File: config.mk
export PLATFORM = sky130hd
export DESIGN_NAME = modular_exponentiation
export DESIGN_NICKNAME = d
export VERILOG_FILES = /design/src/rtl/mexp_pkg.sv /design/src/rtl/modular_exponentiation.sv
export SDC_FILE = /design/constraint.sdc
export NUM_CORES = 1
export LEC_CHECK = 0
export ABC_CLOCK_PERIOD_IN_PS = 9550
export BUFFER_PORTS_ARGS = -buffer_cell sky130_fd_sc_hd__buf_2
export CAP_MARGIN = 20
export CORE_UTILIZATION = 50
export DETAILED_ROUTE_END_ITERATION = 12
export PLACE_DENSITY = 0.72
export SLEW_MARGIN = 40
export SYNTH_ARGS = -nofsm -noshare
export SYNTH_HDL_FRONTEND = slang
export SYNTH_SLANG_ARGS = --single-unit
File: constraint.sdc
create_clock -name i_clk -period 9.55 [get_ports i_clk]
set_input_delay 0.4775 -clock i_clk [delete_from_list [all_inputs] [get_ports i_clk]]
set_output_delay 0.4775 -clock i_clk [all_outputs]
set_load 0.03 [all_outputs]
File: src/rtl/mexp_pkg.sv
// shared constants for the modular exponentiation block
// no dependencies
package mexp_pkg;
    localparam int W      = 32;
    localparam int CNT_W  = $clog2(W);
    localparam int CFG_IW = 1;

    localparam logic [CFG_IW-1:0] REG_MODULUS  = 1'b0;
    localparam logic [CFG_IW-1:0] REG_EXPONENT = 1'b1;
endpackage

File: src/rtl/modular_exponentiation.sv
// modular exponentiation top level: sequencer and bit-serial modular multiplier
// depends on mexp_pkg
//
// Computes base^exponent mod modulus by right-to-left square-and-multiply.
// One shared interleaved modular multiplier consumes one multiplier bit per
// cycle of its W-bit multiplier (W = 32). An item first gets its base
// reduced, then for each exponent bit up to its highest set bit there is a
// check step, a multiply when the bit is one and a square except after the
// top bit. One transaction is in flight at a time; the next input is taken
// as soon as the finished result sits in the output register. A zero
// exponent gives 1 unreduced; a zero modulus gives 0 with o_modulus_error
// set. The user must write the registers only while idle; the block itself
// does not enforce this.
module modular_exponentiation
    import mexp_pkg::*;
(
    input  logic              i_clk,
    input  logic              i_rst_n,
    input  logic              i_cfg_we,
    input  logic [CFG_IW-1:0] i_cfg_index,
    input  logic [W-1:0]      i_cfg_data,
    input  logic              i_in_valid,
    output logic              o_in_stall,
    input  logic [W-1:0]      i_base_value,
    output logic              o_out_valid,
    input  logic              i_out_stall,
    output logic [W-1:0]      o_power_result,
    output logic              o_modulus_error
);
    localparam logic [2:0] S_IDLE = 3'd0;
    localparam logic [2:0] S_RED  = 3'd1;
    localparam logic [2:0] S_CHK  = 3'd2;
    localparam logic [2:0] S_MUL  = 3'd3;
    localparam logic [2:0] S_SQR  = 3'd4;
    localparam logic [2:0] S_OUT  = 3'd5;

    logic [2:0]       r_state, n_state;
    logic [W-1:0]     r_modulus, n_modulus;
    logic [W-1:0]     r_exponent, n_exponent;
    logic [W-1:0]     r_exp, n_exp;
    logic [W-1:0]     r_base, n_base;
    logic [W-1:0]     r_acc, n_acc;
    logic             r_err, n_err;
    logic [W-1:0]     r_mac, n_mac;
    logic [W-1:0]     r_mplr, n_mplr;
    logic [CNT_W-1:0] r_cnt, n_cnt;
    logic             r_out_valid, n_out_valid;
    logic [W-1:0]     r_out_res, n_out_res;
    logic             r_out_err, n_out_err;

    logic [W-1:0] op_a;
    logic [W:0]   dbl, dbl_red, sum, sum_red;
    logic         in_acc;

    // one interleaved step: mac = (2*mac + bit*a) mod m
    always_comb begin
        unique case (r_state)
            S_RED:   op_a = W'(1);
            S_MUL:   op_a = r_acc;
            default: op_a = r_base;
        endcase
        dbl     = {r_mac, 1'b0};
        dbl_red = (dbl >= {1'b0, r_modulus}) ? dbl - {1'b0, r_modulus} : dbl;
        sum     = {1'b0, dbl_red[W-1:0]} + (r_mplr[W-1] ? {1'b0, op_a} : '0);
        sum_red = (sum >= {1'b0, r_modulus}) ? sum - {1'b0, r_modulus} : sum;
    end

    assign o_in_stall = (r_state != S_IDLE);
    assign in_acc     = i_in_valid && !o_in_stall;

    always_comb begin
        n_state     = r_state;
        n_modulus   = r_modulus;
        n_exponent  = r_exponent;
        n_exp       = r_exp;
        n_base      = r_base;
        n_acc       = r_acc;
        n_err       = r_err;
        n_mac       = r_mac;
        n_mplr      = r_mplr;
        n_cnt       = r_cnt;
        n_out_valid = r_out_valid && i_out_stall;
        n_out_res   = r_out_res;
        n_out_err   = r_out_err;

        if (i_cfg_we) begin
            unique case (i_cfg_index)
                REG_MODULUS:  n_modulus  = i_cfg_data;
                REG_EXPONENT: n_exponent = i_cfg_data;
            endcase
        end

        unique case (r_state)
            S_IDLE: begin
                if (in_acc) begin
                    n_exp  = r_exponent;
                    n_mplr = i_base_value;
                    n_mac  = '0;
                    n_cnt  = CNT_W'(W - 1);
                    if (r_modulus == '0) begin
                        n_acc   = '0;
                        n_err   = 1'b1;
                        n_state = S_OUT;
                    end else begin
                        n_acc   = W'(1);
                        n_err   = 1'b0;
                        n_state = S_RED;
                    end
                end
            end
            S_RED, S_MUL, S_SQR: begin
                n_mac  = sum_red[W-1:0];
                n_mplr = {r_mplr[W-2:0], 1'b0};
                n_cnt  = r_cnt - CNT_W'(1);
                if (r_cnt == '0) begin
                    n_mac  = '0;
                    n_cnt  = CNT_W'(W - 1);
                    n_mplr = r_base;
                    priority if (r_state == S_RED) begin
                        n_base  = sum_red[W-1:0];
                        n_state = S_CHK;
                    end else if (r_state == S_MUL) begin
                        n_acc = sum_red[W-1:0];
                        if (r_exp[W-1:1] == '0) begin
                            n_exp   = r_exp >> 1;
                            n_state = S_CHK;
                        end else begin
                            n_state = S_SQR;
                        end
                    end else begin
                        n_base  = sum_red[W-1:0];
                        n_mplr  = sum_red[W-1:0];
                        n_exp   = r_exp >> 1;
                        n_state = S_CHK;
                    end
                end
            end
            S_CHK: begin
                n_mplr = r_base;
                n_mac  = '0;
                n_cnt  = CNT_W'(W - 1);
                priority if (r_exp == '0) begin
                    n_state = S_OUT;
                end else if (r_exp[0]) begin
                    n_state = S_MUL;
                end else begin
                    n_state = S_SQR;
                end
            end
            S_OUT: begin
                if (!r_out_valid || !i_out_stall) begin
                    n_out_valid = 1'b1;
                    n_out_res   = r_acc;
                    n_out_err   = r_err;
                    n_state     = S_IDLE;
                end
            end
            default: n_state = S_IDLE;
        endcase
    end

    always_ff @(posedge i_clk) begin
        if (!i_rst_n) begin
            r_state     <= S_IDLE;
            r_modulus   <= W'(1);
            r_exponent  <= W'(1);
            r_out_valid <= 1'b0;
        end else begin
            r_state     <= n_state;
            r_modulus   <= n_modulus;
            r_exponent  <= n_exponent;
            r_out_valid <= n_out_valid;
        end
        r_exp     <= n_exp;
        r_base    <= n_base;
        r_acc     <= n_acc;
        r_err     <= n_err;
        r_mac     <= n_mac;
        r_mplr    <= n_mplr;
        r_cnt     <= n_cnt;
        r_out_res <= n_out_res;
        r_out_err <= n_out_err;
    end

    assign o_out_valid     = r_out_valid;
    assign o_power_result  = r_out_res;
    assign o_modulus_error = r_out_err;
endmodule

### After elaboration in Yosys (flattened, before gate mapping)

Index checks and enable logic that the tools add are counted.

| operators by class | value |
|---|---|
| add/subtract/negate cells | 4 |
| order comparisons | 2 |
| eq/ne operators | 11 |
| muxes and demuxes | 41 |
| bitwise logic cells | 1 |
| reduce and logical (&&, ||, !) cells | 24 |

Operator list:

| cell | count |
|---|---|
| 32-bit two-way mux | 19 |
| 32-bit case mux with 2 select lines | 3 |
| 32-bit case mux with 3 select lines | 2 |
| 33-bit by 32-bit >= comparator with 1-bit output | 2 |
| 32-bit logical NOT | 2 |
| 32-bit subtractor | 2 |
| 32-bit by 32-bit adder with 33-bit output | 1 |
| 31-bit logical NOT | 1 |
| 3-bit two-way mux | 9 |
| 5-bit case mux with 3 select lines | 1 |
| 3-bit case mux with 4 select lines | 1 |
| 2-bit AND reduction | 6 |
| 5-bit two-way mux | 2 |
| 2-bit != test, second input constant | 5 |
| 5-bit AND reduction | 2 |
| 3-bit by 2-bit equality test with 1-bit output, second input constant | 2 |
| 3-bit equality test, second input constant | 2 |
| 3-bit nonzero test | 2 |
| 5-bit logical NOT | 1 |
| 5-bit by 1-bit subtractor with 5-bit output, second input constant | 1 |
| 1-bit two-way mux | 4 |
| 3-bit by 1-bit equality test with 1-bit output, second input constant | 1 |
| 1-bit logical NOT | 3 |
| 3-bit logical NOT | 1 |
| 7 further kinds | 8 |

| storage, ports and cells | value |
|---|---|
| bits in registers | 267 |
| input port bits | 70 |

### Longest topological paths before layout

Gate-level depths: netlist (run 1).

| depth | value |
|---|---|
| depth after elaboration | 10 |
| depth in mapped cells | 35 |
| mapped depth without buffers | 31 |

### Worst setup path before layout (run 1)

OpenSTA, ideal clock, no wires.

| path | value |
|---|---|
| path kind | register -> register |
| start point | register r_modulus[1] |
| end point | register r_mplr[5] (data pin) |
| setup time | 261 ps |
| arrival | 6945 ps |
| required time | 9289 ps |
| slack | 2345 ps |
| stages on the path, launching flop included | 33 |
| path buffers | 4 |
| clock period less this slack | 7205 ps |
| cells stage by stage | dfxtp_1 > inv_1 > ha_1 > nor2b_1 > o31ai_1 > a21oi_1 > a211oi_2 > a21oi_1 > a211o_1 > a31o_2 > buf_2 > mux2_2 > fa_1 > a211oi_2 > o21ai_2 > nand3_1 > a31oi_2 > a2111oi_4 > o31ai_1 > xor2_1 > ha_1 > clkbuf_1 > nand3_1 > nor3_1 > nand4_1 > a31oi_1 > nor2_1 > o311a_1 > buf_4 > and2_1 > buf_6 > a211oi_1 > o21ai_1 |

| between the ends | value |
|---|---|
| cells in the longest elaborated chain, start to end | 9 |

RTL lines:

| element | line | RTL |
|---|---|---|
| start: declaration | modular_exponentiation.sv:38 | `logic [W-1:0] r_modulus, n_modulus;` |
| start signal: assignment | modular_exponentiation.sv:170 | `r_modulus <= n_modulus;` |
| 32-bit subtractor or 33-bit by 32-bit >= comparator with 1-bit output (tied branches) | modular_exponentiation.sv:63 | `dbl_red = (dbl >= {1'b0, r_modulus}) ? dbl - {1'b0, r_modulus} : dbl;` |
| 32-bit two-way mux | modular_exponentiation.sv:63 |  |
| 32-bit by 32-bit adder with 33-bit output | modular_exponentiation.sv:64 | `sum = {1'b0, dbl_red[W-1:0]} + (r_mplr[W-1] ? {1'b0, op_a} : '0);` |
| 32-bit subtractor or 33-bit by 32-bit >= comparator with 1-bit output (tied branches) | modular_exponentiation.sv:65 | `sum_red = (sum >= {1'b0, r_modulus}) ? sum - {1'b0, r_modulus} : sum;` |
| 32-bit two-way mux (*) | modular_exponentiation.sv:65 |  |
| 32-bit two-way mux (*) | modular_exponentiation.sv:122 | `end else if (r_state == S_MUL) begin` |
| 32-bit two-way mux (*) | modular_exponentiation.sv:119 | `priority if (r_state == S_RED) begin` |
| 32-bit two-way mux (*) | modular_exponentiation.sv:115 | `if (r_cnt == '0) begin` |
| 32-bit case mux with 3 select lines (*) | modular_exponentiation.sv:93 | `unique case (r_state)` |
| named net n_mplr[5] | modular_exponentiation.sv:45 | `logic [W-1:0] r_mplr, n_mplr;` |
| end signal: assignment | modular_exponentiation.sv:179 | `r_mplr <= n_mplr;` |
| end: declaration | modular_exponentiation.sv:45 |  |

Mark *: on every way through the listed nets, which the timed path passes. The rest lies on a longest branch.
A chain may end at the register's enable or synchronous reset.

### Worst setup path in the final report (run 1)

| path | value |
|---|---|
| start point | register r_modulus[1] |
| end point | register r_base[15] (data pin) |

| between the ends | value |
|---|---|
| cells in the longest elaborated chain, start to end | 7 |

RTL lines:

| element | line | RTL |
|---|---|---|
| 32-bit subtractor or 33-bit by 32-bit >= comparator with 1-bit output (tied branches) | modular_exponentiation.sv:63 |  |
| 32-bit two-way mux | modular_exponentiation.sv:63 |  |
| 32-bit by 32-bit adder with 33-bit output | modular_exponentiation.sv:64 |  |
| 32-bit subtractor or 33-bit by 32-bit >= comparator with 1-bit output (tied branches) | modular_exponentiation.sv:65 |  |
| 32-bit two-way mux (*) | modular_exponentiation.sv:65 |  |
| 32-bit two-way mux | -- |  |
| 32-bit two-way mux (*) | modular_exponentiation.sv:119 |  |
| end signal: assignment | modular_exponentiation.sv:175 | `r_base <= n_base;` |
| end: declaration | modular_exponentiation.sv:41 | `logic [W-1:0] r_base, n_base;` |

Mark *: on every way between the ends. The rest lies on a longest branch, timed or not.

==> results of run 1 <==
-- routing by layer --
metal | up-vias | wire length [um] | track usage [%]
met3 | 124 | 2930 | 2.51
met5 | - | 0 | 0
met2 | 568 | 24800 | 48.6
met4 | 0 | 2500 | 13.4
li1 | 7134 | - | -
met1 | 7150 | 21800 | 38.0
-- path summary, 6_finish.rpt --
path / endpoint / cells past startpoint / slack (ps)
max: r_base[15] / 31 / 620
max reg2reg: r_base[15] / 31 / 620
min: r_exponent[0] / 3 / 180
min reg2reg: o_power_result[30] / 0 / 450
-- cell usage in the layout (no fill, tap or decap), drive strengths merged, types with 6 or more instances in the layout --
master / count
and3: 13
clkbuf: 43
nand2: 349
nor4: 19
inv: 62
clkinv: 10
nor2b: 18
xnor2: 44
a31oi: 11
nor3b: 6
o22ai: 6
a22o: 19
a21o: 27
buf: 127
nor3: 21
ha: 97
o211ai: 12
nand4: 18
xor2: 31
a211oi: 28
a21oi: 170
a21boi: 102
mux2: 16
a222oi: 9
edfxtp: 199
o21a: 18
dfxtp: 68
nor2: 189
and2: 13
nand3: 60
o31ai: 6
o21ai: 92
nand2b: 17
o21bai: 10
mux2i: 27
-- worst min-delay path, cell delays in order --
cell                      delay [ps]
sky130_fd_sc_hd__buf_2           100
sky130_fd_sc_hd__nand2_1          50
sky130_fd_sc_hd__nand3_1          70
-- final cells by class --
| class | count | area [um2] | share of cell area, % |
|---|---|---|---|
| repair buffers | 128 | 756 | 3.92 |
| clock buffers | 42 | 836 | 4.33 |
| inverters | 61 | 229 | 1.19 |
| flip-flops and latches | 267 | 7340 | 38.0 |
| multi-input cells | 1512 | 9450 | 49.0 |
| well taps | 448 | 561 | 2.91 |
| clock inverters | 12 | 118 | 0.610 |
-- through the flow --
step	worst slack [ps]	cell area (um2)	util (%)	hold WS (ps)	cells
floorplan	2340	17300	-	400	1934
global placement	641	18200	53.9	433	2412
detailed placement	459	18200	54.0	436	2414
CTS	435	19200	56.8	169	2468
global route	10.7	19300	57.1	184	2470
finish	618	19300	57.1	178	2470
-- timing repair --
action,CTS,global route
gates resized for setup,0,14
endpoints found under the setup margin,0,104
hold buffers,0,0
-- sequential cells by signal, summed over array words and instances (netlist names) --
signal,flops
o_power_result,32
r_acc,32
r_base,32
r_exp,32
r_exponent,32
r_mac,32
r_modulus,32
r_mplr,32
r_cnt,5
r_state,3
o_modulus_error,1
o_out_valid,1
r_err,1
-- cells by family (layout without fill, tap and decap cells) --
| logic type | after synthesis | after routing | synth area share, % |
|---|---|---|---|
| AOI/OAI and AO/OA | 553 | 553 | 21.4 |
| xor gates and xnor gates | 75 | 75 | 3.80 |
| adders and majority gates | 100 | 100 | 7.38 |
| buffers and inverters | 155 | 243 | 3.61 |
| DFF | 267 | 267 | 42.5 |
| muxes | 43 | 43 | 2.65 |
| and+or+nand+nor | 741 | 741 | 18.7 |
==> impl_results.html, run 1 <==
<table>
<tr><th>Metric</th><th>Value</th></tr>
<tr><th colspan="2">STA</th></tr>
<tr><td>Setup repair after global routing missed its margin</td><td>no</td></tr>
<tr><td>Period utilisation layout</td><td>93.5%</td></tr>
<tr><td>Shortest period the worst path allows</td><td>8930 ps</td></tr>
<tr><td>Top achievable clock speed</td><td>0.112 GHz</td></tr>
<tr><td>Setup skew after layout</td><td>42.2 ps</td></tr>
<tr><td>Fin Setup TNS</td><td>0 ps</td></tr>
<tr><td>Tightest slew margin relative to the limit</td><td>~47%</td></tr>
<tr><td>Count of final hold-check violations</td><td>0</td></tr>
<tr><td>Slew at the pin closest to its max-slew limit</td><td>roughly 790 ps</td></tr>
<tr><td>Final Max Slew Viols</td><td>0</td></tr>
<tr><td>Final setup fails</td><td>0</td></tr>
<tr><th colspan="2">Synthesis</th></tr>
<tr><td>Synthesized cell area</td><td>0.0173 mm2</td></tr>
<tr><td>Top cells by instance count after synthesis</td><td>sky130_fd_sc_hd__nand2_1, sky130_fd_sc_hd__edfxtp_1, sky130_fd_sc_hd__nor2_1, sky130_fd_sc_hd__a21oi_1, sky130_fd_sc_hd__a21boi_0</td></tr>
<tr><td>Seq/Total Area, Yosys</td><td>~42%</td></tr>
<tr><td>Post-synth top area share</td><td>34.6%</td></tr>
<tr><td>Top_reg_cell synth</td><td>sky130_fd_sc_hd__edfxtp_1</td></tr>
<tr><td>Syn nets</td><td>between 2000 and 2500</td></tr>
<tr><td>FFs w/ async S/R, synth</td><td>0%</td></tr>
<tr><td>Flops &amp; latches, synth</td><td>267</td></tr>
<tr><td>Largest cells by area after synthesis</td><td>sky130_fd_sc_hd__edfxtp_1, sky130_fd_sc_hd__dfxtp_1, sky130_fd_sc_hd__nand2_1</td></tr>
<tr><td>Leading cell type by number of instances after synthesis</td><td>sky130_fd_sc_hd__nand2_1</td></tr>
<tr><td>Number of synthesized flops with an enable pin</td><td>199</td></tr>
<tr><td>Post-synthesis average cell area</td><td>8.93 um2</td></tr>
<tr><td>Synth Instances</td><td>1934</td></tr>
<tr><td>Library cell occupying the most area in the post-synthesis netlist</td><td>sky130_fd_sc_hd__edfxtp_1</td></tr>
<tr><td>Yosys cell types</td><td>78</td></tr>
<tr><td>Yosys warning count</td><td>0</td></tr>
<tr><th colspan="2">Routing</th></tr>
<tr><td>Violation count after the first detailed-route iteration</td><td>1369</td></tr>
<tr><td>Overall routed net length</td><td>52100 um</td></tr>
<tr><td>Via density per instance</td><td>6.06</td></tr>
<tr><td>Average wire per cell in the routed design</td><td>between 20 and 25 um</td></tr>
<tr><td>Total iterations of the first detailed-routing run</td><td>5</td></tr>
<tr><td>Drt drc</td><td>0</td></tr>
<tr><td>DR vias</td><td>approximately 15000</td></tr>
<tr><td>Antenna violation net count after detailed routing</td><td>0</td></tr>
<tr><th colspan="2">Critical path</th></tr>
<tr><td>Data required time of the critical path</td><td>between 9000 and 10000 ps</td></tr>
<tr><td>Family with the most delay on the worst path</td><td>compound AO/OA/AOI/OAI gates</td></tr>
<tr><td>Slowest stage delay, CP</td><td>490 ps</td></tr>
<tr><td>Signal arrival time at the worst endpoint</td><td>about 9200 ps</td></tr>
<tr><td>Largest fanout on the critical path</td><td>30</td></tr>
<tr><td>Kind of capture point of the worst setup path</td><td>flip-flop</td></tr>
<tr><td>Number of buffer and inverter instances along the worst setup path</td><td>3</td></tr>
<tr><td>Type of the setup path with the least slack</td><td>reg -&gt; reg</td></tr>
<tr><td>Slowest cell on crit path</td><td>sky130_fd_sc_hd__a211oi_2</td></tr>
<tr><td>Critical R2R Launch</td><td>r_modulus[1]</td></tr>
<tr><td>Worst setup startpoint</td><td>r_modulus[1]</td></tr>
<tr><td>Startpoint class of the critical path</td><td>flip-flop</td></tr>
<tr><th colspan="2">Worst hold path</th></tr>
<tr><td>Worst hold-check path type</td><td>in -&gt; reg</td></tr>
<tr><td>Source of the worst hold timing path</td><td>i_cfg_data[0]</td></tr>
<tr><th colspan="2">Global route</th></tr>
<tr><td>First-pass GRT wire length</td><td>80000 um</td></tr>
<tr><td>Initial antenna violation count</td><td>0</td></tr>
<tr><td>Number of global-route vias before repair</td><td>14200</td></tr>
<tr><td>Global routing usage summed across all routing layers</td><td>approximately 29%</td></tr>
<tr><td>Aggregate global routing overflow</td><td>0</td></tr>
<tr><td>Maximum number of pins on one net before global-route repair</td><td>69</td></tr>
<tr><th colspan="2">Placement</th></tr>
<tr><td>Input/output buffers</td><td>104</td></tr>
<tr><td>Final GP Congestion</td><td>0.952</td></tr>
<tr><td>Placed wire-length estimate</td><td>38300 um</td></tr>
<tr><th colspan="2">Final layout</th></tr>
<tr><td>Number of inserted filler cells in the final layout</td><td>2988</td></tr>
<tr><td>Proportion of layout cells with a drive suffix above 1</td><td>around an eighth</td></tr>
<tr><td>Number of nets at the end of the flow</td><td>2170</td></tr>
<tr><td>Antenna diode count</td><td>0</td></tr>
<tr><td>Area growth from synthesis to final layout</td><td>11.7%</td></tr>
<tr><th colspan="2">Clock tree</th></tr>
<tr><td># clock sinks</td><td>267</td></tr>
<tr><td>H-tree levels</td><td>1</td></tr>
<tr><td>Num CTS Buffers</td><td>30</td></tr>
<tr><td>Number of buffers on the longest clock path</td><td>3</td></tr>
<tr><td>Number of setup buffers added after CTS</td><td>0</td></tr>
<tr><td>Clk slew on worst S/H paths</td><td>approximately 60 ps</td></tr>
<tr><td>Skew-Pair Late Insertion Delay</td><td>590 ps</td></tr>
<tr><td>Clock tree from TritonCTS</td><td>built</td></tr>
<tr><td>CTS root buffer</td><td>sky130_fd_sc_hd__clkbuf_16</td></tr>
<tr><th colspan="2">Floorplan</th></tr>
<tr><td>Die outline height</td><td>around 190 um</td></tr>
<tr><td>Placeable core region</td><td>~0.034 mm2</td></tr>
<tr><td>Initial Util</td><td>between 50% and 60%</td></tr>
<tr><td>Full die area</td><td>~0.035 mm2</td></tr>
<tr><td>Ports placed on the boundary</td><td>about 110</td></tr>
<tr><td>Floorplan row count</td><td>67</td></tr>
<tr><td>Overall die width</td><td>188 um</td></tr>
<tr><th colspan="2">Status</th></tr>
<tr><td>Outcome</td><td>finished clean</td></tr>
<tr><th colspan="2">Flow run</th></tr>
<tr><td># Max-Cap Violations</td><td>0</td></tr>
</table>
Power of run 1 is not shown: default switching activity piles up to over one toggle a cycle in this logic, so the estimate is an artifact.
==> run 2: changes to the inputs <==
BUFFER_PORTS_ARGS = default   (was -buffer_cell sky130_fd_sc_hd__buf_2)
DONT_BUFFER_PORTS = 1   (was default)
PLACE_DENSITY = default   (was 0.72)
==> impl_results.html, run 2 (synthesized netlist as in run 1, its figures left out) <==
<table>
<tr><th>Metric</th><th>Value</th></tr>
<tr><th colspan="2">Status</th></tr>
<tr><td>Outcome</td><td>finished clean</td></tr>
<tr><th colspan="2">Routing</th></tr>
<tr><td>Drt drc</td><td>0 (unchanged)</td></tr>
<tr><td>DR vias</td><td>14400 (-4.0%)</td></tr>
<tr><td>Antenna violation net count after detailed routing</td><td>0 (unchanged)</td></tr>
<tr><td>Via density per instance</td><td>6.06 (about the same)</td></tr>
<tr><td>Violation count after the first detailed-route iteration</td><td>1298 (-5.2%)</td></tr>
<tr><td>Overall routed net length</td><td>54200 um (+4.1%)</td></tr>
<tr><td>Average wire per cell in the routed design</td><td>22.9 um (+8.4%)</td></tr>
<tr><td>Total iterations of the first detailed-routing run</td><td>6 (+1)</td></tr>
<tr><th colspan="2">Final layout</th></tr>
<tr><td>Most common library cell in the layout ignoring fill and taps</td><td>sky130_fd_sc_hd__nand2_1</td></tr>
<tr><td>Proportion of layout cells with a drive suffix above 1</td><td>6.60% (-5.6 points)</td></tr>
<tr><td>Number of nets at the end of the flow</td><td>2071 (-4.6%)</td></tr>
<tr><td>Non-filler instance count after layout</td><td>2373 (-3.9%)</td></tr>
<tr><td>Antenna diode count</td><td>0 (unchanged)</td></tr>
<tr><td>Area growth from synthesis to final layout</td><td>8.11%</td></tr>
<tr><td>Number of inserted filler cells in the final layout</td><td>3125 (+4.6%)</td></tr>
<tr><td>Most frequent cells in the layout</td><td>sky130_fd_sc_hd__nand2_1, sky130_fd_sc_hd__edfxtp_1, sky130_fd_sc_hd__nor2_1, sky130_fd_sc_hd__a21oi_1, sky130_fd_sc_hd__a21boi_0</td></tr>
<tr><th colspan="2">Floorplan</th></tr>
<tr><td>Overall die width</td><td>188 um (unchanged)</td></tr>
<tr><td>Initial Util</td><td>51.1% (unchanged)</td></tr>
<tr><td>Floorplan row count</td><td>67 (unchanged)</td></tr>
<tr><td>Die outline height</td><td>188 um (unchanged)</td></tr>
<tr><td>Placeable core region</td><td>0.0338 mm2 (unchanged)</td></tr>
<tr><td>Ports placed on the boundary</td><td>105 (unchanged)</td></tr>
<tr><td>Full die area</td><td>0.0353 mm2 (unchanged)</td></tr>
<tr><th colspan="2">Flow run</th></tr>
<tr><td># Max-Cap Violations</td><td>0 (unchanged)</td></tr>
<tr><th colspan="2">Clock tree</th></tr>
<tr><td>Clk slew on worst S/H paths</td><td>70 ps (about the same)</td></tr>
<tr><td>Clock tree from TritonCTS</td><td>built</td></tr>
<tr><td>Number of buffers on the longest clock path</td><td>3 (unchanged)</td></tr>
<tr><td>Number of setup buffers added after CTS</td><td>0 (unchanged)</td></tr>
<tr><td>Num CTS Buffers</td><td>30 (unchanged)</td></tr>
<tr><td># clock sinks</td><td>267 (unchanged)</td></tr>
<tr><td>Skew-Pair Late Insertion Delay</td><td>580 ps (about the same)</td></tr>
<tr><td>CTS root buffer</td><td>sky130_fd_sc_hd__clkbuf_16</td></tr>
<tr><td>H-tree levels</td><td>1 (unchanged)</td></tr>
<tr><th colspan="2">Placement</th></tr>
<tr><td>Post-Place Cells</td><td>2316 (-4.1%)</td></tr>
<tr><td>Final GP Congestion</td><td>0.960 (+0.79%)</td></tr>
<tr><td>DP Worst Slack</td><td>358 ps (-101 ps)</td></tr>
<tr><td>Input/output buffers</td><td>0 (-100%)</td></tr>
<tr><td>Placed wire-length estimate</td><td>39700 um (+3.7%)</td></tr>
<tr><th colspan="2">Critical path</th></tr>
<tr><td>Type of the setup path with the least slack</td><td>reg -&gt; reg</td></tr>
<tr><td>Slowest stage delay, CP</td><td>500 ps (about the same)</td></tr>
<tr><td>Signal arrival time at the worst endpoint</td><td>9320 ps (+80 ps)</td></tr>
<tr><td>Number of buffer and inverter instances along the worst setup path</td><td>4 (+1)</td></tr>
<tr><td>Data required time of the critical path</td><td>9870 ps (about the same)</td></tr>
<tr><td>Family with the most delay on the worst path</td><td>compound AO/OA/AOI/OAI gates</td></tr>
<tr><td>Kind of capture point of the worst setup path</td><td>flip-flop</td></tr>
<tr><td>Largest fanout on the critical path</td><td>21 (-30%)</td></tr>
<tr><td>Slowest cell on crit path</td><td>sky130_fd_sc_hd__edfxtp_1</td></tr>
<tr><td>Startpoint class of the critical path</td><td>flip-flop</td></tr>
<tr><td>Cell with the most instances on the worst path</td><td>sky130_fd_sc_hd__a21oi_1</td></tr>
<tr><th colspan="2">STA</th></tr>
<tr><td>Fin Setup TNS</td><td>0 ps (unchanged)</td></tr>
<tr><td>Crit path setup slack, layout</td><td>553 ps (-65.0 ps)</td></tr>
<tr><td>Tightest slew margin relative to the limit</td><td>45.5% (-1.3 points)</td></tr>
<tr><td>Setup skew after layout</td><td>21.8 ps (-20.4 ps)</td></tr>
<tr><td>Shortest period the worst path allows</td><td>9000 ps (+65.0 ps)</td></tr>
<tr><td>Count of final hold-check violations</td><td>0 (unchanged)</td></tr>
<tr><td>Final setup fails</td><td>0 (unchanged)</td></tr>
<tr><td>Slew at the pin closest to its max-slew limit</td><td>806 ps (+11.5 ps)</td></tr>
<tr><td>Final Max Slew Viols</td><td>0 (unchanged)</td></tr>
<tr><td>Top achievable clock speed</td><td>0.111 GHz (-0.72%)</td></tr>
<tr><td>Period utilisation layout</td><td>94.2% (+0.68 points)</td></tr>
<tr><th colspan="2">Global route</th></tr>
<tr><td>Global routing usage summed across all routing layers</td><td>30.6% (+1.6 points)</td></tr>
<tr><td>Aggregate global routing overflow</td><td>0 (unchanged)</td></tr>
<tr><td>Maximum number of pins on one net before global-route repair</td><td>68 (-1.4%)</td></tr>
<tr><td>Number of global-route vias before repair</td><td>13800 (-2.7%)</td></tr>
<tr><td>First-pass GRT wire length</td><td>82400 um (+3.1%)</td></tr>
<tr><td>Initial antenna violation count</td><td>0 (unchanged)</td></tr>
<tr><th colspan="2">Worst hold path</th></tr>
<tr><td>Worst hold-check path type</td><td>in -&gt; reg</td></tr>
</table>
==> run 2: worst paths after layout <==
kind	start	to	slack (ps)	cells past startpoint
worst min-delay path	i_cfg_data[0]	r_exponent[0]	40	2
worst max register to register	r_mac[0]	r_mplr[12]	550	32
worst min register to register	r_acc[27]	o_power_result[27]	450	0
worst max-delay path	r_mac[0]	r_mplr[12]	550	32
==> run 2: worst reg2reg max path: cells and delay by family, from the launching register on <==
kind / cells / cell delay [ps]
flip-flops: 1 / 500
buffers and inverters: 4 / 840
AND/OR/NAND/NOR: 8 / 1700
AO/OA/AOI/OAI: 17 / 4570
adder cells (fa/ha/maj): 3 / 1130
==> run 2: layer usage <==
metal / vias up / share of wire [%] / track usage, %
li1: 6954 / - / -
met1: 6800 / 43 / 40.8
met2: 523 / 46 / 49.5
met3: 107 / 5.8 / 3.82
met4: 0 / 4.9 / 14.2
met5: - / 0 / 0
==> run 2: final cells by class <==
class	count	area, um2	area share (%)
Clock buffer	44	835	4.47
Clock inverter	12	55.1	0.295
Inverter	61	229	1.23
Multi-Input combinational cell	1512	9420	50.4
Sequential cell	267	7340	39.3
Tap cell	448	561	3.00
Timing Repair Buffer	29	235	1.26
==> run 2: what timing repair did <==
item	CTS	global route
endpoints found under the hold margin	2	0
setup endpoints to repair	0	81
hold buffers	1	0
gates resized for setup	0	6
==> run 2: metrics by stage <==
step | util (%) | cell area, um2 | hold slack, ps
after floorplan | - | 17300 | 400
after global placement | 52.4 | 17700 | 430
after detailed placement | 52.5 | 17700 | 434
after CTS | 55.2 | 18600 | 13.9
after global routing | 55.3 | 18700 | 28.1
final | 55.3 | 18700 | 38.8
Power of run 2 is left out for the same reason.
